File: src/rtl/fpfa_pkg.sv
// ---------------------------------------------------------------------------
// fpfa_pkg - shared definitions for the fixed partition fit allocator
// Table geometry, command, fit and config codes, and the structs for command
// items, results and the commands from the sequencer to the partition store.
// ---------------------------------------------------------------------------
package fpfa_pkg;

    localparam int MAX_BLOCKS = 16;
    localparam int SIZE_BITS  = 16;
    localparam int IDX_W      = $clog2(MAX_BLOCKS);
    localparam int CNT_W      = $clog2(MAX_BLOCKS + 1);
    localparam int FREE_W     = 20;
    localparam int SUM_W      = FREE_W + 1;

    localparam int CMD_W      = 2;
    localparam int BIDX_W     = 4;
    localparam int AMT_W      = 16;
    localparam int BCNT_W     = 5;
    localparam int MODE_W     = 2;

    localparam logic [FREE_W-1:0] FREE_MAX = {FREE_W{1'b1}};

    localparam logic [CMD_W-1:0] CMD_LOAD  = 2'd0;
    localparam logic [CMD_W-1:0] CMD_CLEAR = 2'd1;
    localparam logic [CMD_W-1:0] CMD_ALLOC = 2'd2;

    localparam logic [MODE_W-1:0] FIT_FIRST = 2'd0;
    localparam logic [MODE_W-1:0] FIT_BEST  = 2'd1;
    localparam logic [MODE_W-1:0] FIT_WORST = 2'd2;
    localparam logic [MODE_W-1:0] FIT_NEXT  = 2'd3;

    localparam logic CFG_FIT_MODE    = 1'b0;
    localparam logic CFG_BLOCK_COUNT = 1'b1;

    typedef struct packed {
        logic [CMD_W-1:0]  command;
        logic [BIDX_W-1:0] block_index;
        logic [AMT_W-1:0]  amount_kb;
    } item_t;

    typedef struct packed {
        logic              granted;
        logic [BIDX_W-1:0] chosen_block;
        logic [FREE_W-1:0] free_total;
    } result_t;

    typedef struct packed {
        logic                 wr_en;
        logic [IDX_W-1:0]     wr_idx;
        logic [SIZE_BITS-1:0] wr_data;
        logic                 set_en;
        logic [IDX_W-1:0]     set_idx;
        logic                 clr_all;
        logic [IDX_W-1:0]     rd_idx;
    } store_cmd_t;

endpackage

File: src/rtl/fixed_partition_fit_allocator.sv
// ---------------------------------------------------------------------------
// fixed_partition_fit_allocator - fixed partition allocator top level
// Load, clear and allocate commands over a 16-entry partition table with
// first, best, worst and next fit search.
// ---------------------------------------------------------------------------
// Usage:
//   s_axis carries one command beat: command, block_index and amount_kb.
//   m_axis returns one result beat per command: granted, chosen_block and
//   the free total left after the command.
//   cfg_wr_en writes fit_mode (index 0) or block_count (index 1); write only
//   while no command is in flight.
//   A load is written to the table as the command is accepted; a clear sums
//   one table entry per cycle; an allocation compares one entry per cycle
//   over at most n entries, n being the active partition count, then passes
//   a commit state when a partition is granted. The result waits in the done
//   state until the output register is free. s_axis_tready is high only
//   while the sequencer is idle; one command is worked on at a time.
//   A stalled m_axis holds its beat; the sequencer takes the next command
//   and parks its result until the output register frees.
//   Reset frees all partitions, zeroes the free total and next-fit pointer,
//   selects first fit and 16 partitions. Sizes are undefined until loaded.
// ---------------------------------------------------------------------------
module fixed_partition_fit_allocator (
    input  logic        aclk,
    input  logic        aresetn,
    input  logic        s_axis_tvalid,
    output logic        s_axis_tready,
    input  logic [23:0] s_axis_tdata,   // command[1:0], block_index[5:2], amount_kb[21:6]
    output logic        m_axis_tvalid,
    input  logic        m_axis_tready,
    output logic [31:0] m_axis_tdata,   // granted[0], chosen_block[4:1], free_total[24:5]
    input  logic        cfg_wr_en,
    input  logic        cfg_wr_index,
    input  logic [4:0]  cfg_wr_data
);

    logic [fpfa_pkg::MODE_W-1:0] fit_mode_reg;
    logic [fpfa_pkg::BCNT_W-1:0] block_count_reg;
    logic                        m_valid_reg;
    fpfa_pkg::result_t           m_data_reg;

    fpfa_pkg::item_t             in_item;
    fpfa_pkg::result_t           res;
    logic                        res_valid;
    logic                        out_free;
    fpfa_pkg::store_cmd_t        store_cmd;
    logic [fpfa_pkg::SIZE_BITS-1:0] rd_size;
    logic                        rd_occupied;

    assign in_item.command     = s_axis_tdata[1:0];
    assign in_item.block_index = s_axis_tdata[5:2];
    assign in_item.amount_kb   = s_axis_tdata[21:6];

    always_ff @(posedge aclk) begin
        if (!aresetn) begin
            fit_mode_reg    <= fpfa_pkg::FIT_FIRST;
            block_count_reg <= fpfa_pkg::BCNT_W'(fpfa_pkg::MAX_BLOCKS);
        end else if (cfg_wr_en) begin
            unique case (cfg_wr_index)
                fpfa_pkg::CFG_FIT_MODE:    fit_mode_reg    <= cfg_wr_data[1:0];
                fpfa_pkg::CFG_BLOCK_COUNT: block_count_reg <= cfg_wr_data;
                default: ;
            endcase
        end
    end

    fpfa_store u_store (
        .aclk        (aclk),
        .aresetn     (aresetn),
        .cmd         (store_cmd),
        .rd_size     (rd_size),
        .rd_occupied (rd_occupied)
    );

    fpfa_seq u_seq (
        .aclk        (aclk),
        .aresetn     (aresetn),
        .in_valid    (s_axis_tvalid),
        .in_item     (in_item),
        .in_ready    (s_axis_tready),
        .fit_mode    (fit_mode_reg),
        .block_count (block_count_reg),
        .out_free    (out_free),
        .res_valid   (res_valid),
        .res         (res),
        .store_cmd   (store_cmd),
        .rd_size     (rd_size),
        .rd_occupied (rd_occupied)
    );

    // output register: load a new beat when empty or being drained
    assign out_free = !m_valid_reg || m_axis_tready;

    always_ff @(posedge aclk) begin
        if (!aresetn) begin
            m_valid_reg <= 1'b0;
        end else if (out_free) begin
            m_valid_reg <= res_valid;
        end
    end

    always_ff @(posedge aclk) begin
        if (out_free && res_valid) begin
            m_data_reg <= res;
        end
    end

    assign m_axis_tvalid = m_valid_reg;
    assign m_axis_tdata  = {7'd0, m_data_reg.free_total, m_data_reg.chosen_block,
                            m_data_reg.granted};

endmodule

File: src/rtl/fpfa_store.sv
// ---------------------------------------------------------------------------
// fpfa_store - partition size table and occupancy flags
// One write port for sizes, a set and clear-all port for the flags, and one
// registered read port that the sequencer addresses with its next scan position.
// ---------------------------------------------------------------------------
module fpfa_store (
    input  logic                           aclk,
    input  logic                           aresetn,
    input  fpfa_pkg::store_cmd_t           cmd,
    output logic [fpfa_pkg::SIZE_BITS-1:0] rd_size,
    output logic                           rd_occupied
);

    logic [fpfa_pkg::SIZE_BITS-1:0] size_mem [fpfa_pkg::MAX_BLOCKS];
    logic [fpfa_pkg::MAX_BLOCKS-1:0] occ_reg;
    logic [fpfa_pkg::MAX_BLOCKS-1:0] occ_next;
    logic [fpfa_pkg::SIZE_BITS-1:0] rd_size_reg;
    logic                           rd_occ_reg;

    always_ff @(posedge aclk) begin
        if (cmd.wr_en) begin
            size_mem[cmd.wr_idx] <= cmd.wr_data;
        end
        rd_size_reg <= size_mem[cmd.rd_idx];
    end

    always_comb begin
        occ_next = occ_reg;
        if (cmd.clr_all) begin
            occ_next = '0;
        end else if (cmd.set_en) begin
            occ_next[cmd.set_idx] = 1'b1;
        end
    end

    always_ff @(posedge aclk) begin
        if (!aresetn) begin
            occ_reg <= '0;
        end else begin
            occ_reg <= occ_next;
        end
    end

    always_ff @(posedge aclk) begin
        rd_occ_reg <= occ_reg[cmd.rd_idx];
    end

    assign rd_size     = rd_size_reg;
    assign rd_occupied = rd_occ_reg;

endmodule

File: src/rtl/fpfa_seq.sv
// ---------------------------------------------------------------------------
// fpfa_seq - command sequencer with one shared compare and add unit
// Walks the partition table one entry per cycle: sums sizes for a clear,
// searches for a fitting free partition for an allocation.
// ---------------------------------------------------------------------------
module fpfa_seq (
    input  logic                           aclk,
    input  logic                           aresetn,
    input  logic                           in_valid,
    input  fpfa_pkg::item_t                in_item,
    output logic                           in_ready,
    input  logic [fpfa_pkg::MODE_W-1:0]    fit_mode,
    input  logic [fpfa_pkg::BCNT_W-1:0]    block_count,
    input  logic                           out_free,
    output logic                           res_valid,
    output fpfa_pkg::result_t              res,
    output fpfa_pkg::store_cmd_t           store_cmd,
    input  logic [fpfa_pkg::SIZE_BITS-1:0] rd_size,
    input  logic                           rd_occupied
);

    localparam logic [1:0] ST_IDLE   = 2'd0;
    localparam logic [1:0] ST_SCAN   = 2'd1;
    localparam logic [1:0] ST_COMMIT = 2'd2;
    localparam logic [1:0] ST_DONE   = 2'd3;

    localparam int IW = fpfa_pkg::IDX_W;
    localparam int CW = fpfa_pkg::CNT_W;
    localparam int SW = fpfa_pkg::SIZE_BITS;
    localparam int FW = fpfa_pkg::FREE_W;

    logic [1:0]    state_reg, state_next;
    logic [IW-1:0] pos_reg, pos_next;
    logic [CW-1:0] cnt_reg, cnt_next;
    logic [IW-1:0] ptr_reg, ptr_next;
    logic [FW-1:0] free_reg, free_next;
    logic [FW-1:0] acc_reg, acc_next;
    logic          found_reg, found_next;
    logic [IW-1:0] sel_reg, sel_next;
    logic [SW-1:0] best_reg, best_next;
    logic          clear_reg, clear_next;
    logic [SW-1:0] req_reg, req_next;
    logic          granted_reg, granted_next;

    logic [CW-1:0] n_eff;
    logic [CW-1:0] ptr_ext;
    logic [IW-1:0] pos_wrap;
    logic [IW-1:0] sel_wrap;
    logic          last_step;
    logic          qual;
    logic          better;
    logic [fpfa_pkg::SUM_W-1:0] acc_sum;
    logic          accept;

    // effective partition count: zero acts as one, clamp to the table depth
    always_comb begin
        if (block_count == '0) begin
            n_eff = CW'(1);
        end else if (CW'(block_count) > CW'(fpfa_pkg::MAX_BLOCKS)) begin
            n_eff = CW'(fpfa_pkg::MAX_BLOCKS);
        end else begin
            n_eff = CW'(block_count);
        end
    end

    assign ptr_ext   = CW'(ptr_reg);
    assign pos_wrap  = (CW'(pos_reg) + CW'(1) == n_eff) ? '0 : pos_reg + IW'(1);
    assign sel_wrap  = (CW'(sel_reg) + CW'(1) == n_eff) ? '0 : sel_reg + IW'(1);
    assign last_step = (cnt_reg + CW'(1) == n_eff);

    // shared compare and add unit
    assign qual    = !rd_occupied && (rd_size >= req_reg);
    assign better  = (fit_mode == fpfa_pkg::FIT_BEST)  ? (rd_size < best_reg) :
                     (fit_mode == fpfa_pkg::FIT_WORST) ? (rd_size > best_reg) : 1'b0;
    assign acc_sum = fpfa_pkg::SUM_W'(acc_reg) + fpfa_pkg::SUM_W'(rd_size);

    assign in_ready  = (state_reg == ST_IDLE);
    assign accept    = in_valid && in_ready;
    assign res_valid = (state_reg == ST_DONE);

    always_comb begin
        state_next   = state_reg;
        pos_next     = pos_reg;
        cnt_next     = cnt_reg;
        ptr_next     = ptr_reg;
        free_next    = free_reg;
        acc_next     = acc_reg;
        found_next   = found_reg;
        sel_next     = sel_reg;
        best_next    = best_reg;
        clear_next   = clear_reg;
        req_next     = req_reg;
        granted_next = granted_reg;

        store_cmd         = '0;
        store_cmd.set_idx = sel_reg;
        store_cmd.wr_idx  = IW'(in_item.block_index);
        store_cmd.wr_data = SW'(in_item.amount_kb);

        unique case (state_reg)
            ST_IDLE: begin
                if (accept) begin
                    granted_next = 1'b0;
                    sel_next     = '0;
                    found_next   = 1'b0;
                    cnt_next     = '0;
                    acc_next     = '0;
                    req_next     = SW'(in_item.amount_kb);
                    priority if (in_item.command == fpfa_pkg::CMD_LOAD) begin
                        store_cmd.wr_en = (32'(in_item.block_index) < fpfa_pkg::MAX_BLOCKS);
                        state_next      = ST_DONE;
                    end else if (in_item.command == fpfa_pkg::CMD_CLEAR) begin
                        store_cmd.clr_all = 1'b1;
                        ptr_next          = '0;
                        clear_next        = 1'b1;
                        pos_next          = '0;
                        state_next        = ST_SCAN;
                    end else if (in_item.command == fpfa_pkg::CMD_ALLOC) begin
                        clear_next = 1'b0;
                        // next fit starts at the pointer unless it is stale
                        if (fit_mode == fpfa_pkg::FIT_NEXT && ptr_ext < n_eff) begin
                            pos_next = ptr_reg;
                        end else begin
                            pos_next = '0;
                        end
                        state_next = ST_SCAN;
                    end else begin
                        state_next = ST_DONE;
                    end
                end
            end
            ST_SCAN: begin
                cnt_next = cnt_reg + CW'(1);
                pos_next = pos_wrap;
                if (clear_reg) begin
                    acc_next = (acc_sum > fpfa_pkg::SUM_W'(fpfa_pkg::FREE_MAX)) ?
                               fpfa_pkg::FREE_MAX : FW'(acc_sum);
                    if (last_step) begin
                        free_next  = acc_next;
                        state_next = ST_DONE;
                    end
                end else if (fit_mode == fpfa_pkg::FIT_FIRST ||
                             fit_mode == fpfa_pkg::FIT_NEXT) begin
                    if (qual) begin
                        sel_next   = pos_reg;
                        best_next  = rd_size;
                        state_next = ST_COMMIT;
                    end else if (last_step) begin
                        state_next = ST_DONE;
                    end
                end else begin
                    if (qual && (!found_reg || better)) begin
                        found_next = 1'b1;
                        sel_next   = pos_reg;
                        best_next  = rd_size;
                    end
                    if (last_step) begin
                        state_next = (found_next) ? ST_COMMIT : ST_DONE;
                    end
                end
            end
            ST_COMMIT: begin
                store_cmd.set_en = 1'b1;
                granted_next     = 1'b1;
                free_next = (FW'(best_reg) >= free_reg) ? '0 : free_reg - FW'(best_reg);
                if (fit_mode == fpfa_pkg::FIT_NEXT) begin
                    ptr_next = sel_wrap;
                end
                state_next = ST_DONE;
            end
            ST_DONE: begin
                // hold until the output register can take the beat
                if (out_free) begin
                    state_next = ST_IDLE;
                end
            end
            default: begin
                state_next = ST_IDLE;
            end
        endcase

        // store read data is registered: address the entry scanned next cycle
        store_cmd.rd_idx = pos_next;
    end

    always_ff @(posedge aclk) begin
        if (!aresetn) begin
            state_reg   <= ST_IDLE;
            ptr_reg     <= '0;
            free_reg    <= '0;
            found_reg   <= 1'b0;
            clear_reg   <= 1'b0;
            granted_reg <= 1'b0;
            cnt_reg     <= '0;
        end else begin
            state_reg   <= state_next;
            ptr_reg     <= ptr_next;
            free_reg    <= free_next;
            found_reg   <= found_next;
            clear_reg   <= clear_next;
            granted_reg <= granted_next;
            cnt_reg     <= cnt_next;
        end
    end

    always_ff @(posedge aclk) begin
        pos_reg  <= pos_next;
        acc_reg  <= acc_next;
        sel_reg  <= sel_next;
        best_reg <= best_next;
        req_reg  <= req_next;
    end

    assign res.granted      = granted_reg;
    assign res.chosen_block = (granted_reg) ? fpfa_pkg::BIDX_W'(sel_reg) : '0;
    assign res.free_total   = free_reg;

endmodule
File: config.mk
export PLATFORM = sky130hd
export DESIGN_NAME = fixed_partition_fit_allocator
export DESIGN_NICKNAME = d
export VERILOG_FILES = /design/src/rtl/fpfa_pkg.sv /design/src/rtl/fixed_partition_fit_allocator.sv /design/src/rtl/fpfa_store.sv /design/src/rtl/fpfa_seq.sv
export SDC_FILE = /design/constraint.sdc
export NUM_CORES = 1
export LEC_CHECK = 0
export BUFFER_PORTS_ARGS = -buffer_cell sky130_fd_sc_hd__buf_2
export CORE_MARGIN = 10
export CORE_UTILIZATION = 50
export DETAILED_ROUTE_END_ITERATION = 8
export PLACE_DENSITY = 0.67
export SYNTH_ARGS = -nofsm -noshare
export SYNTH_HDL_FRONTEND = slang
export SYNTH_SLANG_ARGS = --single-unit
File: constraint.sdc
create_clock -name aclk -period 3.77 [get_ports aclk]
set_input_delay 0.754 -clock aclk [delete_from_list [all_inputs] [get_ports aclk]]
set_output_delay 0.754 -clock aclk [all_outputs]
set_load 0.02 [all_outputs]
### After elaboration in Yosys (flattened, before gate mapping)

Memory sizes are Yosys's and may differ from the RTL's. A register that Yosys moved wholly into a read port is not among the register bits.
Cells that the tools add are included.

| cells by class | value |
|---|---|
| bitwise gates (word level) | 5 |
| equality and inequality tests | 24 |
| $lt $le $gt $ge | 10 |
| reductions and logical operators | 35 |
| multiplexer cells | 73 |
| $add $sub $neg | 7 |

Operators by type and width:

| kind | count |
|---|---|
| 20-bit 2-to-1 mux | 6 |
| 20-bit one-hot mux with 2 select lines | 2 |
| 4-bit 2-to-1 mux | 16 |
| 16-bit 2-to-1 mux | 3 |
| 1-bit 2-to-1 mux | 24 |
| 4-bit one-hot mux with 2 select lines | 3 |
| 20-bit by 16-bit adder with 21-bit output | 1 |
| 21-bit by 20-bit greater-than comparator with 1-bit output (second input constant) | 1 |
| 16-bit by 20-bit greater-or-equal comparator with 1-bit output | 1 |
| 2-bit 2-to-1 mux | 10 |
| 20-bit by 16-bit subtractor with 20-bit output | 1 |
| 16-bit greater-or-equal comparator | 1 |
| 16-bit greater-than comparator | 1 |
| 16-bit < comparator | 1 |
| 16-bit OR | 1 |
| 5-bit equality test | 3 |
| 5-bit 2-to-1 mux | 3 |
| 4-bit AND reduction | 3 |
| 4-bit by 1-bit adder with 5-bit output (second input constant) | 2 |
| 2-bit equality test (second input constant) | 5 |
| 4-bit by 5-bit < comparator with 1-bit output (second input constant) | 2 |
| 2-bit by 1-bit inequality test with 1-bit output (second input constant) | 5 |
| 2-bit inequality test (second input constant) | 5 |
| 5-bit one-hot mux with 2 select lines | 1 |
| other kinds (24) | 53 |

| word-level totals | value |
|---|---|
| input bits | 35 |
| RAM bits | 256 |
| memories kept | 1 |
| word-level logic and storage cells | 175 |
| register bits | 144 |
| output and inout port bits | 34 |

Memory list:

| name | depth | bits a word | read ports | clocked after memory_dff | write ports | RTL line | source |
|---|---|---|---|---|---|---|---|
| u_store.size_mem | 16 | 16 | 1 | 1 | 1 | fpfa_store.sv:14 | `logic [fpfa_pkg::SIZE_BITS-1:0] size_mem [fpfa_pkg::MAX_BLOCKS];` |

### Depth between registers and ports, before layout

| logic depth | value |
|---|---|
| depth in word-level cells | 14 |
| mapped depth | 14 |
| mapped depth without buffers | 12 |

### Hierarchy

From an unflattened synthesis, not the netlist that was laid out.

| second synthesis, totals | value |
|---|---|
| cells, all modules | 1383 |
| area, all modules | 19160.9 um^2 |

By module, submodules not included:

| module | sequential area each (um^2) | cells each | area an instance (um^2) | instances |
|---|---|---|---|---|
| fpfa_store | 8348.0 | 503 | 10812.9 | 1 |
| fpfa_seq | 2442.3 | 812 | 7211.9 | 1 |
| fixed_partition_fit_allocator | 910.9 | 68 | 1136.1 | 1 |

### Worst setup path before layout

Ideal clock, no wire load.

| path | value |
|---|---|
| kind | input to register |
| start point | input port s_axis_tdata[1] |
| end point | memory u_store.size_mem[0][0] (netlist name), enable pin |
| data required time | 3.361 ns |
| library setup time | 0.409 ns |
| cell stages on the path | 4 |
| buffers on the path | 0 |
| path slack | 0.526 ns |
| arrival time | 2.835 ns |
| cell sequence | inv_1 -> ha_1 -> or4b_2 -> nor3_1 |

| on the way | value |
|---|---|
| word-level cells in the longest chain between the ends | 6 |

Ends and longest elaborated chain:

| what | RTL line | source |
|---|---|---|
| start, declared | fixed_partition_fit_allocator.sv:28 | `input logic [23:0] s_axis_tdata,` |
| 2-bit zero test | fpfa_seq.sv:109 | `priority if (in_item.command == fpfa_pkg::CMD_LOAD) begin` |
| 1-bit 2-to-1 mux | fpfa_seq.sv:109 |  |
| 1-bit 2-to-1 mux | fpfa_seq.sv:102 | `if (accept) begin` |
| 1-bit 2-to-1 mux | fpfa_seq.sv:100 | `unique case (state_reg)` |
| 1-bit 2-to-1 mux | fpfa_store.sv:21 | `if (cmd.wr_en) begin` |
| 1-bit 2-to-1 mux (not written as such) | fpfa_store.sv:22 | `size_mem[cmd.wr_idx] <= cmd.wr_data;` |
| end, declared | fpfa_store.sv:14 |  |

Every way passes these cells.

### Final worst setup path

| path | value |
|---|---|
| start point | register block_count_reg[4] (netlist name) |
| end point | register u_store.rd_size_reg, in the netlist u_store.rd_size[2], read port of u_store.size_mem |

| on the way | value |
|---|---|
| word-level cells in the longest chain between the ends | 11 |
| elaborated cells on any way between the ends | 14 |
| those cells by class | 2 x order compare; 1 x eq/ne; 9 x mux; 2 x reduce/logical |

Ends and longest elaborated chain:

| what | RTL line | source |
|---|---|---|
| start, declared | fixed_partition_fit_allocator.sv:38 | `logic [fpfa_pkg::BCNT_W-1:0] block_count_reg;` |
| start signal, assigned | fixed_partition_fit_allocator.sv:57 | `block_count_reg <= fpfa_pkg::BCNT_W'(fpfa_pkg::MAX_BLOCKS);` |
| start signal, assigned | fixed_partition_fit_allocator.sv:61 | `fpfa_pkg::CFG_BLOCK_COUNT: block_count_reg <= cfg_wr_data;` |
| 5-bit greater-than comparator | fpfa_seq.sv:59 | `end else if (CW'(block_count) > CW'(fpfa_pkg::MAX_BLOCKS)) begin` |
| 5-bit 2-to-1 mux | fpfa_seq.sv:59 |  |
| 5-bit 2-to-1 mux (*) | fpfa_seq.sv:57 | `if (block_count == '0) begin` |
| 4-bit by 5-bit < comparator with 1-bit output | fpfa_seq.sv:121 | `if (fit_mode == fpfa_pkg::FIT_NEXT && ptr_ext < n_eff) begin` |
| 1-bit logical AND | fpfa_seq.sv:121 |  |
| 4-bit 2-to-1 mux | fpfa_seq.sv:121 |  |
| 4-bit 2-to-1 mux | fpfa_seq.sv:118 | `end else if (in_item.command == fpfa_pkg::CMD_ALLOC) begin` |
| 4-bit 2-to-1 mux | fpfa_seq.sv:112 | `end else if (in_item.command == fpfa_pkg::CMD_CLEAR) begin` |
| 4-bit 2-to-1 mux | fpfa_seq.sv:109 |  |
| 4-bit 2-to-1 mux | fpfa_seq.sv:102 |  |
| 4-bit one-hot mux with 2 select lines (*) | fpfa_seq.sv:100 |  |
| end, declared | fpfa_store.sv:17 | `logic [fpfa_pkg::SIZE_BITS-1:0] rd_size_reg;` |

Mark *: on every way between the ends. The rest lies on a longest branch, timed or not.
A chain may end at the register's enable or synchronous reset.

==> results.ini <==
[status]
status=finished, final reports clean

[clock_network]
cts_buffers=45
insertion_delay_ns=0.58
clkTransAtPathRegs_ns=0.06
clockBufferDepth=3
cts_tree=yes
holdBufCountCts=0
root_buffer=clkbuf_16
htreeDepth=2
cts_sinks=416

[floorplan]
start_util=0.5074
pin_count=69
fp.dieH_um=215.5
core_area_sq_um=37670
row_count=71
die_w_um=215.5
die-area_sq_um=46450

[cells_and_area]
drive_gt1_frac=0.1606
multiInputGateArea_sq_um=6912
area.sequential_sq_um=11700
final_nets=1757
regMostFlops=u_store.size_mem
area_delta_synth_final_pct=14.04
insertedDiodeCount=0
largest_reg_flops=256
fillers=3122
design_area_sq_um=21800

[timing]
fin_ws_ns=0.2628
grt_setup_unrepaired=false
slew_viol_final=0
tns_ns=0
hold_ws_ns=0.4317
fin_crit_ns=3.507
period_share=0.9303
setup_violations=0
relSlewSlack=0.4190
worst_pin_slew_ns=0.8694
clock_skew_ns=0.01885
max_freq_mhz=285.1
hold_violations=0

[detailed_routing]
drt_wl_total_mm=45.11
via_count=12790
dr.pass1.iters=7
post_drt_wl_per_cell_um=20.63
drc=0
avgViaCountPerCell=5.851
ant_nets=0
drt_iter0_markers=961

[place]
pre_cts_slack_ns=0.1508
place.gp.congestion=0.9426
placed_area_sq_um=20270
portBuffers=59
hpwl_mm=30.34

[setup_path]
setup.worst_path.class=reg -> reg
endpoint_kind=flop
slowest_delay_ns=0.45
crit_path_max_fanout=48
path_cells=and2b_1 -> inv_1 -> ha_1 -> a21oi_2 -> o211ai_1 -> a222oi_1 -> nand2_1 -> or3_4 -> buf_12 -> o22ai_1 -> o22ai_1 -> a2111o_1
critPathTopFamily=compound AO/OA/AOI/OAI gates
cp_common_cell=o22ai_1
critPathLaunchType=flop
crit_buf_inv=2
cp.required_ns=4.22
r2r_slack_ns=0.26
cpMaxStageDelayCell=a2111o_1
crit_arrival_ns=3.95

[global_route]
grt_pass1_wl_mm=71.52
grt-ovfl-total=0
gr-usage-all-layers=0.1922
grt_pass1_vias=12790
grt_max_degree=49
antenna_found_initial=1

[synthesis]
yosysTopAreaCellShare=0.5295
syn_area_sq_um=19110
synth-seq-area-share=0.6122
yosysWarnings=0
synth-edff-count=337
synthMostInstantiatedCell=edfxtp_1
synth_seq_cells=416
synth_flop_cell=edfxtp_1
ys_async_sr_fraction=0
synth.avg_cell_area_sq_um=12.36
ys_types=81
synth_common_cells=edfxtp_1 (337), nor2_1 (174), ha_1 (80)
synth_largest_area_cell=edfxtp_1
yosys-top-cells-area=edfxtp_1 (53%), dfxtp_1 (8.3%), ha_1 (5.2%), nor2_1 (3.4%), mux2_2 (2.1%)
syn_inst=1546

[hold_path]
hold_path_class=in -> reg

[power_and_ir_drop]
ir_drop_mv=0.4508
power_density_nw_per_um2=776.8
p_leak_nw=7.968
power_mw=16.93

[flow_run]
maxCapViolCount=0

metal layers:
layer,track usage,routed length (um),vias to the layer above
met2,0.3157,21320,340
met3,0.03510,2803,71
met1,0.2516,19880,6296
met4,0.06618,1101,0
met5,0,0,-
li1,-,-,6084
metrics by stage:
step	utilization	std cells
3_5_place_dp	0.5381	2103
4_1_cts	0.5782	2185
3_3_place_gp	0.5381	2103
5_1_grt	0.5787	2186
6_report	0.5787	2186
2_1_floorplan	-	1552
cells in the final DEF (no fill, tap or decap), types with 12 or more instances in the layout:
cell / instances
edfxtp_1: 337
nor2_1: 173
ha_1: 80
dfxtp_1: 79
a21oi_1: 68
inv_1: 60
nor3_1: 60
buf_2: 59
nand2_1: 54
o22ai_1: 54
o21ai_0: 52
buf_4: 48
clkbuf_16: 45
mux2_2: 35
nand3_1: 29
a31oi_1: 28
o21bai_1: 23
mux2i_1: 23
xnor2_1: 22
nor4_1: 20
a21o_1: 19
o221ai_1: 18
a2111o_1: 18
xor2_1: 17
o21a_1: 16
nor2b_1: 15
clkbuf_1: 12
worst register-to-register path: stages, from the launching register on:
cell,delay (ns)
dfxtp_1,0.37
and2b_1,0.31
inv_1,0.10
ha_1,0.31
a21oi_2,0.20
o211ai_1,0.12
a222oi_1,0.31
nand2_1,0.22
or3_4,0.39
buf_12,0.21
o22ai_1,0.23
o22ai_1,0.17
a2111o_1,0.45
path summary, 6_finish.rpt:
check,startpoint,to,cells after the start
worst max-delay path,block_count_reg[4]$_SDFFE_PN1P_,u_store.rd_size[2]$_DFF_P_,12
worst min-delay path,cfg_wr_data[4],block_count_reg[4]$_SDFFE_PN1P_,3
worst max register to register,block_count_reg[4]$_SDFFE_PN1P_,u_store.rd_size[2]$_DFF_P_,12
worst min register to register,block_count_reg[0]$_SDFFE_PN0P_,block_count_reg[0]$_SDFFE_PN0P_,2
timing repair:
item,CTS,global route
buffers inserted,0,1
gates resized for setup,0,2
endpoints found under the setup margin,0,3
area by class of cell:
cell class / instances / share of cell area
Clock inverter: 22 / 0.01372
Inverter: 63 / 0.01085
Tap cell: 511 / 0.02933
Multi-Input combinational cell: 1000 / 0.3171
Sequential cell: 416 / 0.5369
Timing Repair Buffer: 114 / 0.03651
Clock buffer: 60 / 0.05563
report_power, final:
group          leakage [nW]  internal [mW]  switching (mW)
Clock                 0.732           2.68            1.82
Combinational          3.52           2.68            3.94
Sequential             3.71           5.44           0.370
Total                  7.97           10.8            6.13
cell families (layout without fill, tap and decap cells):
group,count (synthesis),in the layout,synth area share
AO/OA/AOI/OAI,367,367,0.1322
buffers and inverters,136,259,0.03123
XOR/XNOR,40,40,0.01905
flip-flops,416,416,0.6122
adder cells (fa/ha/maj),82,82,0.05446
AND/OR/NAND/NOR,446,446,0.1180
multiplexers,58,58,0.03267
other,1,7,0.0001962
No activity file was read; power rests on OpenSTA's default activity.
